**src/design/msjd_pkg.sv**
```systemverilog
// Package for the print job dispatcher: sizes, command and result codes,
// and the job, result and output stage control types.
// No dependencies.
package msjd_pkg;

  localparam int PRINTERS = 8;
  localparam int PIDX_W   = 3;
  localparam int PCNT_W   = 4;
  localparam int QDEPTH   = 16;
  localparam int QIDX_W   = 4;
  localparam int QCNT_W   = 5;
  localparam int TOTAL_W  = 20;
  localparam logic [TOTAL_W-1:0] TOTAL_MAX = 20'hFFFFF;

  localparam logic [2:0] CMD_SUBMIT = 3'd0;
  localparam logic [2:0] CMD_START  = 3'd1;
  localparam logic [2:0] CMD_TICK   = 3'd2;
  localparam logic [2:0] CMD_FINISH = 3'd3;
  localparam logic [2:0] CMD_REPORT = 3'd4;

  localparam logic [2:0] KIND_START  = 3'd0;
  localparam logic [2:0] KIND_REASGN = 3'd1;
  localparam logic [2:0] KIND_DONE   = 3'd2;
  localparam logic [2:0] KIND_ENTRY  = 3'd3;
  localparam logic [2:0] KIND_TOTAL  = 3'd4;

  typedef struct packed {
    logic [7:0]  id;
    logic [15:0] pages;
  } job_t;

  typedef struct packed {
    logic [2:0]         kind;
    logic [PIDX_W-1:0]  printer;
    job_t               done;
    job_t               nxt;
    logic [TOTAL_W-1:0] total;
  } res_t;

  typedef struct packed {
    logic push;
    logic flush;
  } ostage_ctl_t;

  typedef struct packed {
    logic push_ok;
    logic flush_ok;
  } ostage_sts_t;

endpackage

```
**src/design/msjd_if.sv**
```systemverilog
// Channel interfaces for the print job dispatcher: command input and result
// output, each with valid/ready and payload. Depends on nothing.
interface msjd_in_if;
  logic        valid;
  logic        ready;
  logic [2:0]  cmd;
  logic [7:0]  job_id;
  logic [15:0] pages;

  modport source (output valid, cmd, job_id, pages, input ready);
  modport sink   (input valid, cmd, job_id, pages, output ready);
endinterface

interface msjd_out_if;
  logic        valid;
  logic        ready;
  logic [2:0]  kind;
  logic [2:0]  printer;
  logic [7:0]  done_job;
  logic [15:0] done_pages;
  logic [7:0]  new_job;
  logic [15:0] new_pages;
  logic [19:0] total_pages;
  logic        last;

  modport source (output valid, kind, printer, done_job, done_pages, new_job, new_pages,
                  total_pages, last, input ready);
  modport sink   (input valid, kind, printer, done_job, done_pages, new_job, new_pages,
                  total_pages, last, output ready);
endinterface

```
**src/design/msjd_out_stage.sv**
```systemverilog
// Result output stage: holds one result back so the final one of a command
// can be tagged last, then drives the output register. Uses msjd_pkg, msjd_out_if.
module msjd_out_stage (
  input  logic                 clk,
  input  logic                 rst_n,
  input  msjd_pkg::ostage_ctl_t ctl,
  input  msjd_pkg::res_t       res,
  output msjd_pkg::ostage_sts_t sts,
  msjd_out_if.source           out_ch
);

  logic           pend_vld_r, pend_vld_nxt;
  msjd_pkg::res_t pend_r;
  logic           out_vld_r, out_vld_nxt;
  msjd_pkg::res_t out_r;
  logic           out_last_r;
  logic           out_free;
  logic           move;

  assign out_free     = !out_vld_r || out_ch.ready;
  assign sts.push_ok  = !pend_vld_r || out_free;
  assign sts.flush_ok = !pend_vld_r || out_free;
  assign move         = pend_vld_r && out_free && (ctl.push || ctl.flush);

  always_comb begin
    pend_vld_nxt = pend_vld_r;
    if (ctl.push && sts.push_ok) begin
      pend_vld_nxt = 1'b1;
    end else if (ctl.flush && sts.flush_ok) begin
      pend_vld_nxt = 1'b0;
    end
    out_vld_nxt = move ? 1'b1 : (out_ch.ready ? 1'b0 : out_vld_r);
  end

  always_ff @(posedge clk) begin
    if (!rst_n) begin
      pend_vld_r <= 1'b0;
      out_vld_r  <= 1'b0;
    end else begin
      pend_vld_r <= pend_vld_nxt;
      out_vld_r  <= out_vld_nxt;
    end
  end

  always_ff @(posedge clk) begin
    if (ctl.push && sts.push_ok) begin
      pend_r <= res;
    end
    if (move) begin
      out_r      <= pend_r;
      out_last_r <= ctl.flush && !ctl.push;
    end
  end

  assign out_ch.valid       = out_vld_r;
  assign out_ch.kind        = out_r.kind;
  assign out_ch.printer     = out_r.printer;
  assign out_ch.done_job    = out_r.done.id;
  assign out_ch.done_pages  = out_r.done.pages;
  assign out_ch.new_job     = out_r.nxt.id;
  assign out_ch.new_pages   = out_r.nxt.pages;
  assign out_ch.total_pages = out_r.total;
  assign out_ch.last        = out_last_r;

endmodule

```
**src/design/multi_server_job_dispatcher.sv**
```systemverilog
// Top level of the print job dispatcher: job queue and done stack memories,
// command sequencer and printer state. Uses msjd_pkg, msjd_if, msjd_out_stage.
//
// Usage: commands arrive on in_ch (valid/ready); a transfer happens when both
// are high. Submit queues a job (dropped if the queue is full) and produces no
// result; start, tick, finish and report each produce zero or more results on
// out_ch, the final one with last set. in_ch.ready is high only while no
// command is in progress. A submit, an unknown command or a tick on an empty
// queue never leaves idle. Start, tick and finish visit the printers in order
// from 0 up to num_printers-1 (num_printers taken as 1 if 0 and capped at 8),
// each with a queue memory read, then an update; start stops at the first idle
// printer that finds the queue empty. S_END then flushes the last result and
// returns to idle. Report emits the total, then reads and pops each done stack
// entry in turn, then ends through S_END. Results leave through a one-entry
// holding stage and an output register; a stall on out_ch.ready holds the
// sequencer without losing results.
// Reset: rst_n (synchronous, active low) empties the queue and done stack,
// idles all printers, clears the page total and sets num_printers to 8.
// cfg_we writes num_printers from cfg_wdata; write only while idle.
module multi_server_job_dispatcher (
  input  logic       clk,
  input  logic       rst_n,
  input  logic       cfg_we,
  input  logic [3:0] cfg_wdata,
  msjd_in_if.sink    in_ch,
  msjd_out_if.source out_ch
);

  localparam logic [2:0] S_IDLE = 3'd0;
  localparam logic [2:0] S_RD   = 3'd1;
  localparam logic [2:0] S_EX   = 3'd2;
  localparam logic [2:0] S_RTOT = 3'd3;
  localparam logic [2:0] S_RRD  = 3'd4;
  localparam logic [2:0] S_RPOP = 3'd5;
  localparam logic [2:0] S_END  = 3'd6;

  localparam int PIDX_W  = msjd_pkg::PIDX_W;
  localparam int PCNT_W  = msjd_pkg::PCNT_W;
  localparam int QIDX_W  = msjd_pkg::QIDX_W;
  localparam int QCNT_W  = msjd_pkg::QCNT_W;
  localparam int TOTAL_W = msjd_pkg::TOTAL_W;

  msjd_pkg::job_t q_mem  [msjd_pkg::QDEPTH];
  msjd_pkg::job_t ds_mem [msjd_pkg::QDEPTH];
  msjd_pkg::job_t q_rd_r;
  msjd_pkg::job_t ds_rd_r;

  msjd_pkg::job_t cur_r  [msjd_pkg::PRINTERS];
  logic           busy_r [msjd_pkg::PRINTERS];
  logic [15:0]    left_r [msjd_pkg::PRINTERS];

  logic [2:0]         state_r, state_nxt;
  logic [2:0]         cmd_r, cmd_nxt;
  logic [PIDX_W-1:0]  p_r, p_nxt;
  logic [QIDX_W-1:0]  head_r, head_nxt;
  logic [QIDX_W-1:0]  tail_r, tail_nxt;
  logic [QCNT_W-1:0]  q_cnt_r, q_cnt_nxt;
  logic [QCNT_W-1:0]  ds_cnt_r, ds_cnt_nxt;
  logic [TOTAL_W-1:0] total_r, total_nxt;
  logic [3:0]         num_r;

  logic [PCNT_W-1:0]  np;
  logic               p_last;
  logic               in_fire;
  logic [TOTAL_W:0]   sum;
  logic [QIDX_W-1:0]  ds_rd_addr;
  logic               q_ne;
  logic               q_wr;
  logic               ds_wr;
  logic               p_wr;
  logic               cur_busy;
  logic [15:0]        cur_left;

  logic               emit, do_pop, do_done, set_job, clr_busy, clr_left, adv, go_end;
  logic               got;
  logic               busy_new;
  logic [15:0]        left_base, left_new;

  msjd_pkg::res_t      res;
  msjd_pkg::ostage_ctl_t ctl;
  msjd_pkg::ostage_sts_t sts;

  always_comb begin
    if (num_r == 4'd0) begin
      np = PCNT_W'(1);
    end else if (num_r > 4'(msjd_pkg::PRINTERS)) begin
      np = PCNT_W'(msjd_pkg::PRINTERS);
    end else begin
      np = num_r;
    end
  end

  assign p_last      = ({1'b0, p_r} == (np - PCNT_W'(1)));
  assign in_ch.ready = (state_r == S_IDLE);
  assign in_fire     = in_ch.valid && in_ch.ready;
  assign sum         = {1'b0, total_r} + (TOTAL_W+1)'(in_ch.pages);
  assign ds_rd_addr  = QIDX_W'(ds_cnt_r - QCNT_W'(1));
  assign q_ne        = (q_cnt_r != '0);
  assign cur_busy    = busy_r[p_r];
  assign cur_left    = left_r[p_r];

  // Per-printer decision in the update cycle.
  always_comb begin
    emit     = 1'b0;
    do_pop   = 1'b0;
    do_done  = 1'b0;
    set_job  = 1'b0;
    clr_busy = 1'b0;
    clr_left = 1'b0;
    adv      = 1'b0;
    go_end   = 1'b0;
    got      = 1'b0;
    res      = '0;
    res.printer = p_r;
    unique case (cmd_r)
      msjd_pkg::CMD_START: begin
        if (cur_busy) begin
          adv = 1'b1;
        end else if (!q_ne) begin
          go_end = 1'b1;
        end else begin
          emit     = 1'b1;
          res.kind = msjd_pkg::KIND_START;
          res.nxt  = q_rd_r;
          do_pop   = 1'b1;
          set_job  = 1'b1;
          adv      = 1'b1;
        end
      end
      msjd_pkg::CMD_TICK: begin
        adv = 1'b1;
        if (cur_left == '0) begin
          got = q_ne;
          if (cur_busy) begin
            do_done  = 1'b1;
            emit     = 1'b1;
            res.done = cur_r[p_r];
            if (got) begin
              res.kind = msjd_pkg::KIND_REASGN;
              res.nxt  = q_rd_r;
            end else begin
              res.kind = msjd_pkg::KIND_DONE;
              clr_busy = 1'b1;
            end
          end else if (got) begin
            emit     = 1'b1;
            res.kind = msjd_pkg::KIND_START;
            res.nxt  = q_rd_r;
          end
          if (got) begin
            do_pop  = 1'b1;
            set_job = 1'b1;
          end
        end
      end
      msjd_pkg::CMD_FINISH: begin
        adv = 1'b1;
        if (cur_busy) begin
          do_done  = 1'b1;
          emit     = 1'b1;
          res.kind = msjd_pkg::KIND_DONE;
          res.done = cur_r[p_r];
          clr_busy = 1'b1;
          clr_left = 1'b1;
        end
      end
      default: begin
        go_end = 1'b1;
      end
    endcase

    if (state_r == S_RTOT) begin
      res      = '0;
      res.kind = msjd_pkg::KIND_TOTAL;
      res.total = total_r;
    end else if (state_r == S_RPOP) begin
      res      = '0;
      res.kind = msjd_pkg::KIND_ENTRY;
      res.done = ds_rd_r;
    end

    busy_new  = set_job ? 1'b1 : (clr_busy ? 1'b0 : cur_busy);
    left_base = set_job ? q_rd_r.pages : (clr_left ? 16'd0 : cur_left);
    if (cmd_r == msjd_pkg::CMD_TICK && busy_new && left_base != '0) begin
      left_new = left_base - 16'd1;
    end else begin
      left_new = left_base;
    end
  end

  // Sequencer.
  always_comb begin
    state_nxt  = state_r;
    cmd_nxt    = cmd_r;
    p_nxt      = p_r;
    head_nxt   = head_r;
    tail_nxt   = tail_r;
    q_cnt_nxt  = q_cnt_r;
    ds_cnt_nxt = ds_cnt_r;
    total_nxt  = total_r;
    q_wr       = 1'b0;
    ds_wr      = 1'b0;
    p_wr       = 1'b0;
    ctl        = '0;
    unique case (state_r)
      S_IDLE: begin
        if (in_fire) begin
          cmd_nxt = in_ch.cmd;
          p_nxt   = '0;
          priority if (in_ch.cmd == msjd_pkg::CMD_SUBMIT) begin
            if (q_cnt_r < QCNT_W'(msjd_pkg::QDEPTH)) begin
              q_wr      = 1'b1;
              tail_nxt  = tail_r + QIDX_W'(1);
              q_cnt_nxt = q_cnt_r + QCNT_W'(1);
              total_nxt = (sum > (TOTAL_W+1)'(msjd_pkg::TOTAL_MAX)) ? msjd_pkg::TOTAL_MAX
                                                                    : sum[TOTAL_W-1:0];
            end
          end else if (in_ch.cmd == msjd_pkg::CMD_START ||
                       in_ch.cmd == msjd_pkg::CMD_FINISH) begin
            state_nxt = S_RD;
          end else if (in_ch.cmd == msjd_pkg::CMD_TICK) begin
            if (q_ne) begin
              state_nxt = S_RD;
            end
          end else if (in_ch.cmd == msjd_pkg::CMD_REPORT) begin
            state_nxt = S_RTOT;
          end else begin
            state_nxt = S_IDLE;
          end
        end
      end
      S_RD: begin
        state_nxt = S_EX;
      end
      S_EX: begin
        ctl.push = emit;
        if (!emit || sts.push_ok) begin
          if (go_end) begin
            state_nxt = S_END;
          end else begin
            p_wr = 1'b1;
            if (do_pop) begin
              head_nxt  = head_r + QIDX_W'(1);
              q_cnt_nxt = q_cnt_r - QCNT_W'(1);
            end
            if (do_done && ds_cnt_r < QCNT_W'(msjd_pkg::QDEPTH)) begin
              ds_wr      = 1'b1;
              ds_cnt_nxt = ds_cnt_r + QCNT_W'(1);
            end
            if (adv) begin
              if (p_last) begin
                state_nxt = S_END;
              end else begin
                p_nxt     = p_r + PIDX_W'(1);
                state_nxt = S_RD;
              end
            end
          end
        end
      end
      S_RTOT: begin
        ctl.push = 1'b1;
        if (sts.push_ok) begin
          state_nxt = (ds_cnt_r != '0) ? S_RRD : S_END;
        end
      end
      S_RRD: begin
        state_nxt = S_RPOP;
      end
      S_RPOP: begin
        ctl.push = 1'b1;
        if (sts.push_ok) begin
          ds_cnt_nxt = ds_cnt_r - QCNT_W'(1);
          state_nxt  = (ds_cnt_r == QCNT_W'(1)) ? S_END : S_RRD;
        end
      end
      S_END: begin
        ctl.flush = 1'b1;
        if (sts.flush_ok) begin
          state_nxt = S_IDLE;
        end
      end
      default: begin
        state_nxt = S_IDLE;
      end
    endcase
  end

  always_ff @(posedge clk) begin
    if (!rst_n) begin
      state_r  <= S_IDLE;
      cmd_r    <= msjd_pkg::CMD_SUBMIT;
      p_r      <= '0;
      head_r   <= '0;
      tail_r   <= '0;
      q_cnt_r  <= '0;
      ds_cnt_r <= '0;
      total_r  <= '0;
      num_r    <= 4'd8;
    end else begin
      state_r  <= state_nxt;
      cmd_r    <= cmd_nxt;
      p_r      <= p_nxt;
      head_r   <= head_nxt;
      tail_r   <= tail_nxt;
      q_cnt_r  <= q_cnt_nxt;
      ds_cnt_r <= ds_cnt_nxt;
      total_r  <= total_nxt;
      if (cfg_we) begin
        num_r <= cfg_wdata;
      end
    end
  end

  always_ff @(posedge clk) begin
    if (!rst_n) begin
      for (int i = 0; i < msjd_pkg::PRINTERS; i++) begin
        busy_r[i] <= 1'b0;
        left_r[i] <= '0;
      end
    end else if (p_wr) begin
      busy_r[p_r] <= busy_new;
      left_r[p_r] <= left_new;
    end
  end

  always_ff @(posedge clk) begin
    if (p_wr && set_job) begin
      cur_r[p_r] <= q_rd_r;
    end
  end

  // Job queue memory.
  always_ff @(posedge clk) begin
    if (q_wr) begin
      q_mem[tail_r] <= '{id: in_ch.job_id, pages: in_ch.pages};
    end
    q_rd_r <= q_mem[head_r];
  end

  // Done stack memory.
  always_ff @(posedge clk) begin
    if (ds_wr) begin
      ds_mem[ds_cnt_r[QIDX_W-1:0]] <= cur_r[p_r];
    end
    ds_rd_r <= ds_mem[ds_rd_addr];
  end

  msjd_out_stage u_out (
    .clk    (clk),
    .rst_n  (rst_n),
    .ctl    (ctl),
    .res    (res),
    .sts    (sts),
    .out_ch (out_ch)
  );

endmodule
```
**src/flat_wrapper.sv**
```systemverilog
// flat-port wrapper written by rule: the top's interface ports become plain ports
module multi_server_job_dispatcher_flat 
  (clk, rst_n, cfg_we, cfg_wdata, in_ch_valid, in_ch_cmd, in_ch_job_id, in_ch_pages, in_ch_ready, out_ch_valid, out_ch_kind, out_ch_printer, out_ch_done_job, out_ch_done_pages, out_ch_new_job, out_ch_new_pages, out_ch_total_pages, out_ch_last, out_ch_ready);
  msjd_in_if in_ch_i ();
  msjd_out_if out_ch_i ();
  input  logic clk;
  input  logic rst_n;
  input  logic cfg_we;
  input  logic [3:0] cfg_wdata;
  input wire logic [$bits(in_ch_i.valid)-1:0] in_ch_valid;
  input wire logic [$bits(in_ch_i.cmd)-1:0] in_ch_cmd;
  input wire logic [$bits(in_ch_i.job_id)-1:0] in_ch_job_id;
  input wire logic [$bits(in_ch_i.pages)-1:0] in_ch_pages;
  output wire logic [$bits(in_ch_i.ready)-1:0] in_ch_ready;
  output wire logic [$bits(out_ch_i.valid)-1:0] out_ch_valid;
  output wire logic [$bits(out_ch_i.kind)-1:0] out_ch_kind;
  output wire logic [$bits(out_ch_i.printer)-1:0] out_ch_printer;
  output wire logic [$bits(out_ch_i.done_job)-1:0] out_ch_done_job;
  output wire logic [$bits(out_ch_i.done_pages)-1:0] out_ch_done_pages;
  output wire logic [$bits(out_ch_i.new_job)-1:0] out_ch_new_job;
  output wire logic [$bits(out_ch_i.new_pages)-1:0] out_ch_new_pages;
  output wire logic [$bits(out_ch_i.total_pages)-1:0] out_ch_total_pages;
  output wire logic [$bits(out_ch_i.last)-1:0] out_ch_last;
  input wire logic [$bits(out_ch_i.ready)-1:0] out_ch_ready;
  assign in_ch_i.valid = in_ch_valid;
  assign in_ch_i.cmd = in_ch_cmd;
  assign in_ch_i.job_id = in_ch_job_id;
  assign in_ch_i.pages = in_ch_pages;
  assign in_ch_ready = in_ch_i.ready;
  assign out_ch_valid = out_ch_i.valid;
  assign out_ch_kind = out_ch_i.kind;
  assign out_ch_printer = out_ch_i.printer;
  assign out_ch_done_job = out_ch_i.done_job;
  assign out_ch_done_pages = out_ch_i.done_pages;
  assign out_ch_new_job = out_ch_i.new_job;
  assign out_ch_new_pages = out_ch_i.new_pages;
  assign out_ch_total_pages = out_ch_i.total_pages;
  assign out_ch_last = out_ch_i.last;
  assign out_ch_i.ready = out_ch_ready;
  multi_server_job_dispatcher u_core (.clk(clk), .rst_n(rst_n), .cfg_we(cfg_we), .cfg_wdata(cfg_wdata), .in_ch(in_ch_i), .out_ch(out_ch_i));
endmodule
```
**config.mk**
```make
export PLATFORM = sky130hd
export DESIGN_NAME = multi_server_job_dispatcher_flat
export DESIGN_NICKNAME = d
export VERILOG_FILES = /design/src/design/msjd_pkg.sv /design/src/design/msjd_if.sv /design/src/design/msjd_out_stage.sv /design/src/design/multi_server_job_dispatcher.sv /design/src/flat_wrapper.sv
export SDC_FILE = /design/constraint.sdc
export NUM_CORES = 1
export LEC_CHECK = 0
export CORE_MARGIN = 4
export CORE_UTILIZATION = 57
export DETAILED_ROUTE_END_ITERATION = 7
export DONT_BUFFER_PORTS = 1
export HOLD_SLACK_MARGIN = 0.1
export PLACE_DENSITY = 0.75
export SLEW_MARGIN = 20
export SYNTH_ARGS = -nofsm -noshare
export SYNTH_HDL_FRONTEND = slang
export SYNTH_HIERARCHICAL = 1
export SYNTH_SLANG_ARGS = --single-unit
```
**constraint.sdc**
```tcl
create_clock -name clk -period 6.55 [get_ports clk]
set_input_delay 0.3275 -clock clk [delete_from_list [all_inputs] [get_ports clk]]
set_output_delay 0.3275 -clock clk [all_outputs]
set_load 0.005 [all_outputs]
```
==> metrics.txt, run 1 <==
Tcrit/Tclk final=0.860; GR Overflow Total=0; Initial DRT Pass Iterations=6; Yosys reg bits=1349; Via density=6.45; leakage power=19.1 nW; final clock skew=0.0301 ns; switch share=0.236; nets@finish=3184; sw power=4.57 mW; dpl hpwl=73300 um; Syn-to-layout area delta=12.2%; most used flip-flop cell after synthesis=edfxtp_1; critical path class=reg2reg; Clock Sinks=1349; Int Power=14.8 mW; sequential element share of the synthesized area=0.734; CTS tree=built; Worst Path Max Fanout=60; post-cts gate resize count=0; initial antenna violation count=6; Async SR Flop Fraction=0; TritonCTS buffer count=136; Largest stage delay, worst path=0.92 ns; crit-path cells=buf_4, or3b_1, o311ai_0, o31ai_1, nor4b_4, nand4_2, nand2_2, nor3_1, a21oi_1, ha_1, inv_1, a2111oi_2, o21ai_1, nor3b_4, nor3_1, xor2_1, nor2_1; Slew Limit Fails=0; Clk pin slew, worst setup/hold paths=0.06 ns; Rel. slew slack=0.245; Yosys cell types=96; status=finished, final reports clean; first-pass GRT wire length=192000 um; Mapped Cells=2997; arrival time worst endpoint=6.09 ns; Initial Util=0.575; Setup TNS=0 ns; DRT Wirelength=129000 um; share of layout cells above drive strength 1=0.205; Clock Root Buffer=clkbuf_16; H-Tree Depth=4; startpoint types=flip-flop; Vias=28.9k; Die Wd=315 um; syn_nets=3068; Synth top area share=0.692; synth top area cells=edfxtp_1, mux4_2, dfxtp_1, mux2i_1, nor2_1; most numerous cell on the critical path=nor3_1; class of the worst hold path=in2reg; Top Family by Delay on Critical Path=simple AND/OR/NAND/NOR gates; post-synth top area cell=edfxtp_1; Post-DRT Antenna Nets=0; std cell rows=112; die area=0.0992 mm2; Post-synth EDFFs=1237; crit end category=flip-flop; Max clock buf depth=3; pin count of the biggest net entering global routing=123; vias in the first global route=29.5k; post-route cell area=0.0603 mm2; Area after DPL=0.0556 mm2; count of warnings emitted by yosys=6; Syn Area/Cell=17.9 um2; fmax=178 MHz; Core ar.=0.0933 mm2; Clk network pwr share=0.385; IO Pins=113; drt drc=0; pwr dens=321 mW/mm2; I/O Buffers=0; critical path's slowest cell=dfxtp_4; Worst-Margin Slew=1.13 ns; WL/cell=28.9 um; RSZ-0062 raised after global routing=no; Final min period=5.63 ns; max_cap viols=0; final setup fails=0; VDD IR max=0.000247 V; Reg power frac=0.516; Skew-Pair Late Insertion Delay=0.75 ns; GRT Total Usage=0.265; count of final hold-check violations=0; Netlist Area Pre-Place=0.0537 mm2; CP Buf/Inv Count=2; CP required=7.01 ns; die span in y=315 um; Logic pwr share=0.099; DR iter-0 viols=3333; RePlAce Congestion=0.906
==> power by group through the flow <==
stage | Sequential, mW | Combinational (mW) | Clock [mW]
CTS | 9.98 | 1.90 | 7.55
floorplan | 10.0 | 1.38 | 0
finish | 9.98 | 1.91 | 7.43
detailed placement | 10.2 | 1.81 | 0
global route | 10.0 | 2.05 | 7.94
global placement | 10.1 | 1.76 | 0
==> registers in the layout, summed over array words and instances (netlist names), 4 cells and up, named ones only <==
signal / cells
u_core/busy_r: 8
u_core/left_r: 128
u_core/cur_r: 192
u_core/q_cnt_r: 5
u_core/tail_r: 4
u_core/total_r: 20
u_core/u_out/out_ch.total_pages: 20
u_core/u_out/out_ch.done_pages: 16
u_core/q_rd_r: 24
u_core/ds_rd_r: 24
u_core/u_out/out_ch.new_pages: 16
u_core/q_mem: 384
u_core/u_out/pend_r: 74
u_core/u_out/out_ch.new_job: 8
u_core/head_r: 4
u_core/u_out/out_ch.done_job: 8
u_core/ds_mem: 384
u_core/ds_cnt_r: 5
u_core/num_r: 4
==> final cells by class <==
| type | instances | area, um2 |
|---|---|---|
| clock buffer | 177 | 3630 |
| inverter | 34 | 128 |
| clock inverter | 72 | 649 |
| multi-input combinational | 1452 | 13700 |
| sequential | 1349 | 39400 |
| tap | 1254 | 1570 |
| fill | 6251 | 33100 |
| timing repair buffer | 140 | 1200 |
| antenna | 1 | 2.50 |
==> cells by family (layout without fill, tap and decap cells) <==
group / after synthesis / count (layout) / share of synthesized area
DFF: 1349 / 1349 / 0.734
and+or+nand+nor: 605 / 605 / 0.0559
muxes: 411 / 411 / 0.135
AOI/OAI and AO/OA: 356 / 356 / 0.0438
buffers and inverters: 196 / 423 / 0.0145
xor gates and xnor gates: 45 / 45 / 0.00839
adders and majority gates: 35 / 35 / 0.00844
other: 0 / 1 / 0
==> metrics by stage <==
| step | instances | hold WS [ns] | util | power (mW) | worst slack, ns |
|---|---|---|---|---|---|
| after global routing | 4478 | 0.125 | 0.646 | 20.0 | 0.413 |
| after detailed placement | 4189 | 0.405 | 0.595 | 12.0 | 1.08 |
| after global placement | 4189 | 0.404 | 0.595 | 11.9 | 1.10 |
| after CTS | 4478 | 0.102 | 0.646 | 19.4 | 1.04 |
| after floorplan | 2997 | 0.400 | - | 11.4 | 0.195 |
| final | 4479 | 0.154 | 0.646 | 19.3 | 0.918 |
==> metal layers <==
layer,GRT usage,share of wire,vias up
met5,0,0.000093,-
met1,0.356,0.38,14900
met3,0.0534,0.085,276
met2,0.441,0.50,1514
met4,0.0841,0.030,2
li1,-,-,12200
==> cells in the mapped netlist, types with 11 or more instances <==
library cell  instances
inv_1                33
dfxtp_1             112
nand3_1              54
xnor2_1              21
nor2b_1              13
o21ai_0              90
a21oi_1             101
or4_1                11
buf_1                32
and2_1               49
a211oi_1             12
a31oi_1              17
nand2_1             129
edfxtp_1           1237
xor2_1               18
nand2b_1             15
a22oi_1              27
nor2_1              206
mux2_2               44
mux4_2              247
mux2i_1             117
buf_2                12
ha_1                 33
clkbuf_1            113
and3_1               20
nor3_1               43
a221oi_1             24
==> cell usage in the layout, fill, tap and decap left out, drive strengths merged, types with 27 or more instances in the layout <==
master          n
a21oi         102
a22oi          27
buf           101
ha             33
dfxtp         112
nor3           44
inv            44
mux4          247
mux2i         118
dlygate4sd3    39
nand2         130
mux2           46
clkbuf        177
o21ai          93
nand3          54
edfxtp       1237
and2           49
clkinv         50
nor2          206
==> path summary, 6_finish.rpt <==
check	start	to	slack [ns]	cells after the start
max	flip-flop	u_core/left_r[6][9]$_SDFFCE_PN0P_	0.92	17
min	out_ch_ready	u_core/u_out/out_ch.new_pages[1]$_DFFE_PP_	0.15	2
max reg2reg	flip-flop	u_core/left_r[6][9]$_SDFFCE_PN0P_	0.92	17
min reg2reg	u_core/u_out/pend_r[32]$_DFFE_PP_	u_core/u_out/out_ch.new_pages[12]$_DFFE_PP_	0.42	0
==> what timing repair did <==
action                    4_1_cts  5_1_grt
hold buffers                   40        0
setup buffers                   0        0
hold endpoints to repair      575        0
Note: power is estimated with default switching activity, not from simulation.
==> inputs of run 2 (changes only) <==
--- a/config.mk
+++ b/config.mk
@@ -5,10 +5,11 @@
 export SDC_FILE = /design/constraint.sdc
 export NUM_CORES = 1
 export LEC_CHECK = 0
-export CORE_MARGIN = 4
+export CORE_MARGIN = 2
 export CORE_UTILIZATION = 57
 export DETAILED_ROUTE_END_ITERATION = 7
 export DONT_BUFFER_PORTS = 1
+export GPL_TIMING_DRIVEN = 0
 export HOLD_SLACK_MARGIN = 0.1
 export PLACE_DENSITY = 0.75
 export SLEW_MARGIN = 20
==> run 2 against run 1 <==
Effect of this change:
- register-to-register slack lost 0.75 ns
- wire length grew 5.7%
- clock power increased by 2.8%
- largest cell class unchanged
- highest routed layer unchanged
==> metrics.txt, run 2 (synthesis gave the netlist of run 1 again) <==
Reg power frac=0.503 (-0.013); highest routing layer actually used=met5; Post-Place Worst Slack=0.0663 ns (-1.01 ns); Layout Cells excl Fill=4599 (+2.7%); Via density=6.51 (+0.87%); GR Overflow Total=0 (unchanged); Worst-Margin Slew=1.14 ns (+0.00751 ns); critical path class=reg2reg; Util after Layout=0.658 (+0.0128); most common cell after layout, fill and taps aside=edfxtp_1; H-Tree Depth=4 (unchanged); Clock Sinks=1349 (unchanged); share of layout cells above drive strength 1=0.198 (-0.00669); Int Power=15.0 mW (+1.8%); switch share=0.237 (+0.000250); WL/cell=29.7 um (+2.9%); final clock skew=0.0373 ns (+0.00725 ns); RePlAce Congestion=0.925 (+2.0%); Storage cell area=0.0394 mm2 (about the same); max_cap viols=0 (unchanged); post-route cell area=0.0615 mm2 (+2.0%); multi-input logic area=0.0137 mm2 (+0.48%); TritonCTS buffer count=135 (-0.74%); Logic pwr share=0.109 (+0.010); IO Pins=113 (unchanged); crit-path cells=buf_2, nor3_1, a2111oi_0, o21ai_0, nor4b_4, nand4_2, nand2_2, clkdlybuf4s15_1, a21oi_1, ha_1, inv_1, a2111oi_2, o21ai_1, nor3b_4, nor3_1, xor2_1, nor2_1; Vias=29.9k (+3.6%); most frequent cells in the layout=edfxtp_1, mux4_2, nor2_1; Final min period=6.38 ns (+0.752 ns); vias in the first global route=30.3k (+2.9%); VDD IR max=0.000256 V (+3.7%); Skew-Pair Late Insertion Delay=0.75 ns (about the same); Clk network pwr share=0.388 (+0.003); crit end category=flip-flop; count of final hold-check violations=0 (unchanged); nets@finish=3307 (+3.9%); Tcrit/Tclk final=0.975 (+0.115); placed cell count=4312 (+2.9%); Slew Limit Fails=0 (unchanged); die area=0.0967 mm2 (-2.5%); Max clock buf depth=3 (unchanged); drt drc=0 (unchanged); status=finished, final reports clean; wire length on met3=13000 um (+18%); Largest stage delay, worst path=0.70 ns (-0.22 ns); Die Wd=311 um (-1.3%); arrival time worst endpoint=6.82 ns (+0.73 ns); Clk pin slew, worst setup/hold paths=0.06 ns (about the same); Rel. slew slack=0.241 (-0.00312); Initial DRT Pass Iterations=6 (unchanged); I/O Buffers=0 (unchanged); CTS tree=built; leakage power=19.5 nW (+1.9%); Area after DPL=0.0566 mm2 (+1.9%); Core ar.=0.0933 mm2 (unchanged); Post-DRT Antenna Nets=0 (unchanged); most numerous cell on the critical path=nor3_1; class of the worst hold path=in2reg; fillcell total=6089 (-2.6%); die span in y=311 um (-1.3%); pin count of the biggest net entering global routing=28 (-77%); fmax=157 MHz (-12%); final setup fails=0 (unchanged); initial antenna violation count=5 (-1); first-pass GRT wire length=200000 um (+4.4%); Fin Hold WS=0.151 ns (-0.00301 ns); DR iter-0 viols=3789 (+14%); Worst Path Max Fanout=10 (-83%); post-route setup slack=0.166 ns (-0.752 ns); Clock Root Buffer=clkbuf_16; std cell rows=112 (unchanged); WL met2=68400 um (+4.8%); critical path's slowest cell=clkdlybuf4s15_1; DRT Wirelength=137000 um (+5.7%); RSZ-0062 raised after global routing=no; M1 WL=49800 um (+1.0%); Initial Util=0.575 (unchanged); startpoint types=flip-flop; dpl hpwl=89300 um (+22%); CP required=6.99 ns (-0.02 ns); GRT Total Usage=0.284 (+0.0194); sw power=4.66 mW (+1.9%); Syn-to-layout area delta=14.5%; pwr dens=320 mW/mm2 (-0.15%)
run 2: changes by cell type in the layout (fill, tap and decap cells not counted), moves of 9 or more:
cell,before,now
buf_4,97,18
nor2_4,1,13
buf_6,0,11
buf_16,0,32
nor2_2,12,0
clkbuf_1,35,135
buf_1,0,25
clkbuf_2,0,9
buf_2,0,15
run 2: timing repair:
| action | in CTS | in global routing |
|---|---|---|
| resized for setup | 0 | 5 |
| hold buffers | 41 | 0 |
| setup endpoints to repair | 0 | 38 |
| hold endpoints to repair | 421 | 0 |
| buffers inserted | 0 | 0 |
run 2: power groups by stage:
stage | clock [mW] | sequential [mW] | combinational, mW
3_5_place_dp | 0 | 10.1 | 2.02
3_3_place_gp | 0 | 10.1 | 1.88
4_1_cts | 7.74 | 9.89 | 2.12
6_report | 7.64 | 9.90 | 2.15
5_1_grt | 8.06 | 9.91 | 2.27
2_1_floorplan | 0 | 10.0 | 1.38
run 2: worst max-delay path, delay by kind of cell (launching register included):
kind / cells / cell delay, ns
AND/OR/NAND/NOR: 7 / 1.77
flip-flops: 1 / 0.52
AO/OA/AOI/OAI: 5 / 1.75
XOR/XNOR: 1 / 0.62
buffers and inverters: 3 / 1.19
adder cells (fa/ha/maj): 1 / 0.22
run 2: routing by layer:
metal,track usage,vias up
li1,-,12500
met1,0.368,15300
met2,0.474,1854
met3,0.0569,348
met4,0.118,8
met5,0,-
run 2: through the flow:
step / TNS (ns) / total power [mW]
floorplan: 0 / 11.4
detailed placement: 0 / 12.1
global placement: -682.67 / 12.0
finish: 0 / 19.7
CTS: 0 / 19.8
global route: 0 / 20.2
run 2: final timing paths:
kind                                     start  cells past startpoint                                             to  slack [ns]
max                                  flip-flop                     17              u_core/left_r[6][9]$_SDFFCE_PN0P_        0.17
min reg2reg  u_core/u_out/pend_r[12]$_DFFE_PP_                      0  u_core/u_out/out_ch.total_pages[12]$_DFFE_PP_        0.41
max reg2reg                          flip-flop                     17              u_core/left_r[6][9]$_SDFFCE_PN0P_        0.17
min                            in_ch_pages[12]                      4                u_core/total_r[13]$_SDFFE_PN0P_        0.15
run 2: layout make-up:
class	instances	share of cell area
Inverter	34	0.00208
Tap cell	1254	0.0255
Clock inverter	77	0.0130
Multi-Input combinational cell	1452	0.224
Sequential cell	1349	0.641
Antenna cell	2	0.0000814
Clock buffer	167	0.0583
Timing Repair Buffer	102	0.0256
Buffer	162	0.0109
